### config.mk
export PLATFORM = sky130hd
export DESIGN_NAME = mcsr_file
export DESIGN_NICKNAME = d
export VERILOG_FILES = /design/src/rtl/core/mcsr_pkg.sv /design/src/rtl/core/mcsr_file.sv
export SDC_FILE = /design/constraint.sdc
export NUM_CORES = 1
export LEC_CHECK = 0
export BUFFER_PORTS_ARGS = -buffer_cell sky130_fd_sc_hd__buf_4
export CAP_MARGIN = 0
export CORE_AREA = 2 2 228 230
export DETAILED_ROUTE_END_ITERATION = 6
export DIE_AREA = 0 0 230 232
export GPL_TIMING_DRIVEN = 1
export PLACE_DENSITY = 0.44
export SYNTH_ARGS = -nofsm -noshare
export SYNTH_HDL_FRONTEND = slang
export SYNTH_SLANG_ARGS = --single-unit
### constraint.sdc
create_clock -name clk -period 5.37 [get_ports clk]
set_clock_uncertainty 0.15 [all_clocks]
set_input_delay 0.2685 -clock clk [delete_from_list [all_inputs] [get_ports clk]]
set_output_delay 0.2685 -clock clk [all_outputs]
set_load 0.02 [all_outputs]
### src/rtl/core/mcsr_pkg.sv
// ----------------------------------------------------------------------------
// mcsr_pkg
// Shared types and constants of the machine-mode CSR unit: CSR addresses,
// funct3 codes and the request and response payloads.
// ----------------------------------------------------------------------------
package mcsr_pkg;

	// csr addresses
	localparam logic [11:0] ADDR_MSTATUS = 12'h300;
	localparam logic [11:0] ADDR_MRET    = 12'h302;
	localparam logic [11:0] ADDR_MIE     = 12'h304;
	localparam logic [11:0] ADDR_MTVEC   = 12'h305;
	localparam logic [11:0] ADDR_MEPC    = 12'h341;
	localparam logic [11:0] ADDR_MCAUSE  = 12'h342;
	localparam logic [11:0] ADDR_MIP     = 12'h344;
	localparam logic [11:0] ADDR_MCYCLE  = 12'hb00;
	localparam logic [11:0] ADDR_MCYCLEH = 12'hb80;

	// funct3 codes
	localparam logic [2:0] ACT_SYSTEM = 3'd0;
	localparam logic [2:0] ACT_RW     = 3'd1;
	localparam logic [2:0] ACT_RS     = 3'd2;
	localparam logic [2:0] ACT_RC     = 3'd3;
	localparam logic [2:0] ACT_NONE   = 3'd4;
	localparam logic [2:0] ACT_RWI    = 3'd5;
	localparam logic [2:0] ACT_RSI    = 3'd6;
	localparam logic [2:0] ACT_RCI    = 3'd7;

	// low two bits of funct3 select the operation kind
	localparam logic [1:0] KIND_WRITE = 2'd1;
	localparam logic [1:0] KIND_SET   = 2'd2;
	localparam logic [1:0] KIND_CLEAR = 2'd3;

	// mcause bits touched by a trap
	localparam logic [31:0] CAUSE_INT_MASK = 32'h7fff_ffff;
	localparam logic [31:0] CAUSE_ILLEGAL  = 32'h0000_0004;

	typedef struct packed {
		logic        is_csr;
		logic [2:0]  action;
		logic [11:0] csr_address;
		logic [4:0]  dest_index;
		logic [4:0]  source_index;
		logic [31:0] source_value;
		logic [31:0] current_pc;
		logic        illegal_flag;
		logic        misaligned_flag;
	} mcsr_req_t;

	typedef struct packed {
		logic        read_valid;
		logic [31:0] read_data;
		logic        redirect;
		logic [31:0] redirect_pc;
	} mcsr_rsp_t;

endpackage

### src/rtl/core/mcsr_file.sv
// ----------------------------------------------------------------------------
// mcsr_file
// Machine-mode CSR storage with the cycle counter, the CSR access logic,
// trap entry and mret. State advances once per request when step is high.
// ----------------------------------------------------------------------------
module mcsr_file
	import mcsr_pkg::*;
(
	input  logic      clk,
	input  logic      arst_n,
	input  logic      step,
	input  mcsr_req_t item,
	output mcsr_rsp_t result
);

	logic [31:0] status_q, ie_q, ip_q, cause_q, epc_q, tvec_q;
	logic [63:0] cycle_q;

	logic [31:0] old_val, operand, new_val;
	logic        access, do_write;
	logic [31:0] status_mid, ie_mid, ip_mid, cause_mid, epc_mid, tvec_mid;
	logic        trap_ill, trap_mis, is_mret;
	logic [31:0] status_d, ie_d, ip_d, cause_d, epc_d, tvec_d;

	// read mux, old value before any write
	always_comb begin
		case (item.csr_address)
			ADDR_MSTATUS: old_val = status_q;
			ADDR_MIE:     old_val = ie_q;
			ADDR_MTVEC:   old_val = tvec_q;
			ADDR_MEPC:    old_val = epc_q;
			ADDR_MCAUSE:  old_val = cause_q;
			ADDR_MIP:     old_val = ip_q;
			ADDR_MCYCLE:  old_val = cycle_q[31:0];
			ADDR_MCYCLEH: old_val = cycle_q[63:32];
			default:      old_val = '0;
		endcase
	end

	// access decode and new value
	always_comb begin
		access = item.is_csr && (item.action != ACT_SYSTEM) && (item.action != ACT_NONE);
		operand = item.action[2] ? {27'd0, item.source_index} : item.source_value;
		case (item.action[1:0])
			KIND_WRITE: new_val = operand;
			KIND_SET:   new_val = old_val | operand;
			default:    new_val = old_val & ~operand;
		endcase
		do_write = access && ((item.action[1:0] == KIND_WRITE) || (item.source_index != 5'd0));
	end

	// csr write, read-only and unmapped addresses fall through untouched
	always_comb begin
		status_mid = (do_write && item.csr_address == ADDR_MSTATUS) ? new_val : status_q;
		ie_mid     = (do_write && item.csr_address == ADDR_MIE)     ? new_val : ie_q;
		tvec_mid   = (do_write && item.csr_address == ADDR_MTVEC)   ? new_val : tvec_q;
		epc_mid    = (do_write && item.csr_address == ADDR_MEPC)    ? new_val : epc_q;
		cause_mid  = (do_write && item.csr_address == ADDR_MCAUSE)  ? new_val : cause_q;
		ip_mid     = (do_write && item.csr_address == ADDR_MIP)     ? new_val : ip_q;
	end

	// trap entry and mret, illegal first, then misaligned, then mret
	always_comb begin
		trap_ill = item.illegal_flag && (epc_mid == 32'd0);
		trap_mis = !trap_ill && item.misaligned_flag && (epc_mid == 32'd0);
		is_mret  = !trap_ill && !trap_mis && item.is_csr && (item.action == ACT_SYSTEM)
			&& (item.csr_address == ADDR_MRET);

		status_d = status_mid;
		ie_d     = ie_mid;
		ip_d     = ip_mid;
		cause_d  = cause_mid;
		epc_d    = epc_mid;
		tvec_d   = tvec_mid;
		if (trap_ill) begin
			epc_d   = item.current_pc;
			cause_d = (cause_mid & CAUSE_INT_MASK) | CAUSE_ILLEGAL;
		end else if (trap_mis) begin
			epc_d   = item.current_pc;
			cause_d = cause_mid & CAUSE_INT_MASK;
		end else if (is_mret) begin
			status_d = '0;
			cause_d  = '0;
			tvec_d   = '0;
			ip_d     = '0;
			ie_d     = '0;
		end
	end

	// response
	always_comb begin
		result.read_valid  = access && (item.dest_index != 5'd0);
		result.read_data   = result.read_valid ? old_val : '0;
		result.redirect    = trap_ill || trap_mis || is_mret;
		result.redirect_pc = (trap_ill || trap_mis) ? tvec_mid : (is_mret ? epc_mid : '0);
	end

	// state registers
	always_ff @(posedge clk or negedge arst_n) begin
		if (!arst_n) begin
			status_q <= '0;
			ie_q     <= '0;
			ip_q     <= '0;
			cause_q  <= '0;
			epc_q    <= '0;
			tvec_q   <= '0;
			cycle_q  <= '0;
		end else if (step) begin
			status_q <= status_d;
			ie_q     <= ie_d;
			ip_q     <= ip_d;
			cause_q  <= cause_d;
			epc_q    <= epc_d;
			tvec_q   <= tvec_d;
			cycle_q  <= cycle_q + 64'd1;
		end
	end

endmodule

==> impl_metrics.env <==
export IMPL_mappedNetlistArea_um2=15100
export IMPL_maxCapViolCount=0
export IMPL_p_total_uw=4890
export IMPL_seq_area_um2=6410
export IMPL_critPathCaptureType="output port"
export IMPL_path_cells="and2_0 -> mux4_2 -> a222oi_1 -> a21oi_1 -> or3_1 -> o41a_1 -> nand4b_1 -> or2_1 -> or3_1 -> buf_12 -> o32ai_1 -> buf_4"
export IMPL_synth_avg_cell_area_um2=9.39
export IMPL_num_rows=83
export IMPL_route_vias_total=15200
export IMPL_syn_num_nets=1711
export IMPL_power_frac_clock_pct=47.3
export IMPL_tns_ps=0
export IMPL_nFillCells=5180
export IMPL_seq_area_frac_synth_pct=42.3
export IMPL_synth_cell_type_count=82
export IMPL_period_needed_ps=5230
export IMPL_postLayoutCellArea_um2=19000
export IMPL_p_per_area_nw_per_um2=257
export IMPL_worstPathArrival_ps=4810
export IMPL_grt_pass1_vias=14900
export IMPL_die_x_um=230
export IMPL_cts_clk_slew_worst_paths_ps=70
export IMPL_start_util_pct=29.7
export IMPL_clockBufferDepth=3
export IMPL_syn_inst=1612
export IMPL_cts_buffers=34
export IMPL_start_kind="flip-flop"
export IMPL_ys_seq_elements=256
export IMPL_area_growth_pct=25.7
export IMPL_critPathKind="flip-flop to output port"
export IMPL_power_frac_comb_pct=10.9
export IMPL_die_height_um=232
export IMPL_grt_use_total_pct=29.2
export IMPL_ir_worst_vdd_mv=0.182
export IMPL_hpwl_um=58900
export IMPL_cp_max_fo=34
export IMPL_remaining_drc_errors=0
export IMPL_leakage_uw=0.00824
export IMPL_gr_total_overflow=0
export IMPL_wl_um=79200
export IMPL_crit_path_top_delay_cell="dfrtp_1"
export IMPL_place_area_um2=17600
export IMPL_ant_nets=0
export IMPL_swShare_pct=27.7
export IMPL_wire_per_inst_um=31.4
export IMPL_hold_violations=0
export IMPL_cts_tree="done"
export IMPL_holdWs_ps=42.2
export IMPL_cp_common_cell="or3_1"
export IMPL_layout_drive_gt1_share_pct=19.7
export IMPL_status="finished clean"
export IMPL_mostFrequentLayoutCell="dfrtp_1"
export IMPL_yosys_warnings=0
export IMPL_tightest_slew_ps=1250
export IMPL_antenna_found_initial=4
export IMPL_fmax_ghz=0.191
export IMPL_gp_congestion=0.994
export IMPL_insertion_delay_ps=560
export IMPL_die_area_um2=53400
export IMPL_finalMaxSlewViolations=0
export IMPL_root_buffer="clkbuf_16"
export IMPL_drtIter0Drc=1932
export IMPL_grt_max_degree=150
export IMPL_synth_edf_count=0
export IMPL_slew_headroom_pct=15.7
export IMPL_grt_pass1_wl_um=112000
export IMPL_worst_path_largest_cell_delay_ps=490
export IMPL_first_pass_iters=7
export IMPL_cp_required_ps=4950
export IMPL_io_pins=161
export IMPL_clock_sinks=256
export IMPL_nNetsFinal=1918
export IMPL_pwr_share_seq_pct=41.7
export IMPL_h_tree_depth=2
export IMPL_hp_class="input port to flip-flop"
export IMPL_fin_crit_sh_pct=97.4
export IMPL_port_buffers=160
export IMPL_setup_violations=0
export IMPL_async_flop_share_pct=100
export IMPL_intPower_uw=3540
export IMPL_p_sw_uw=1360
export IMPL_cts_setup_buffers=0
export IMPL_synth_ff_type="dfrtp_1"
export IMPL_core_area_um2=50900
export IMPL_rsz0062_at_grt="no"
export IMPL_avgViaCountPerCell=6.04
export IMPL_multi_input_area_um2=8250
export IMPL_mostFrequentLayoutCells="256 x dfrtp_1, 250 x buf_4, 152 x nand2_1"
## power by group through the flow
stage	sequential, uW	clock [uW]	combinational [uW]
finish	2040	2320	535
global route	2040	2430	561
CTS	2040	2360	526
detailed placement	2070	0	504
global placement	2070	0	503
floorplan	2040	0	227
## worst paths after layout
path	startpoint	to	slack (ps)	depth (start not counted)
worst max-delay path	epc_q[25]	result[1]	140	12
worst min-delay path	item[1]	cause_q[2]	40	4
worst max register to register	epc_q[25]	tvec_q[20]	810	12
worst min register to register	ie_q[7]	ie_q[7]	330	1
max in group asynchronous	arst_n	tvec_q[7]	3670	3
min in group asynchronous	arst_n	cycle_q[14]	80	2
## cells in the mapped netlist, types with 11 or more instances
| master | n | area share [%] |
|---|---|---|
| dfrtp_1 | 256 | 42 |
| nand2_1 | 152 | 3.8 |
| nor2_1 | 146 | 3.6 |
| a22o_1 | 140 | 8.1 |
| mux2i_1 | 70 | 4.6 |
| a21oi_1 | 69 | 2.3 |
| clkbuf_1 | 69 | 1.7 |
| nand3_1 | 67 | 2.2 |
| xnor2_1 | 39 | 2.3 |
| buf_2 | 35 | 1.2 |
| o21ai_0 | 34 | 1.1 |
| o22ai_1 | 33 | 1.4 |
| and3_1 | 31 | 1.3 |
| o21ai_1 | 31 | 1.0 |
| a22oi_1 | 30 | 1.5 |
| xor2_1 | 24 | 1.4 |
| nor3_1 | 23 | 0.76 |
| o2bb2ai_1 | 22 | 1.3 |
| and3b_1 | 18 | 1.0 |
| nand4_1 | 17 | 0.70 |
| nand3b_1 | 15 | 0.74 |
| nor2b_1 | 15 | 0.62 |
| nor4_1 | 15 | 0.62 |
| mux2_2 | 13 | 0.97 |
| a211oi_1 | 11 | 0.55 |
| a21boi_0 | 11 | 0.55 |
| inv_1 | 11 | 0.27 |
| o211ai_1 | 11 | 0.55 |
## kinds of logic (layout without fill, tap and decap cells)
group           Yosys count  after routing  share of synthesized area (%)
other cells               0              1                              0
fa+ha+maj                 4              4                          0.331
compound gates          501            501                           24.8
xor+xnor                 63             63                           3.65
flops                   256            256                           42.3
buf+inv                 133            361                           3.81
simple gates            564            564                           18.8
mux                      91             91                           6.27
## state kept, by name (all words and copies together) (netlist names)
signal,flops
cycle_q,64
cause_q,32
epc_q,32
ie_q,32
ip_q,32
status_q,32
tvec_q,32
## worst max-delay path, delay by kind of cell (launching register included)
kind                   cells  cell delay, ps
flip-flops                 1             490
multiplexers               1             460
buffers and inverters      2             390
AO/OA/AOI/OAI              4            1280
AND/OR/NAND/NOR            5            1610
## layout make-up
cell class,instances,area share [%]
Multi-Input combinational cell,1223,43.3
Sequential cell,256,33.7
Timing Repair Buffer,292,12.5
Clock buffer,47,4.99
Tap cell,680,4.47
Clock inverter,10,0.763
Inverter,12,0.237
Antenna cell,1,0.0132
## metrics by stage
step	worst slack [ps]	util [%]	cells
floorplan	1010	-	1612
global placement	432	34.6	2430
detailed placement	425	34.6	2430
CTS	207	37.4	2520
global route	40.4	37.4	2520
finish	141	37.4	2521
## routing by layer
metal  global-route usage [%]  part of all wire, %  vias up
li1                         -                    -     6503
met4                     10.8                  3.7        8
met2                     43.2                   43      866
met3                     6.95                  9.4      155
met1                     41.2                   44     7686
met5                        0                0.063        -
## what timing repair did
| action | in CTS | in global routing |
|---|---|---|
| resized for setup | 0 | 0 |
| endpoints found under the hold margin | 81 | 0 |
| hold buffers | 33 | 0 |
Note: power is estimated with default switching activity, not from simulation.
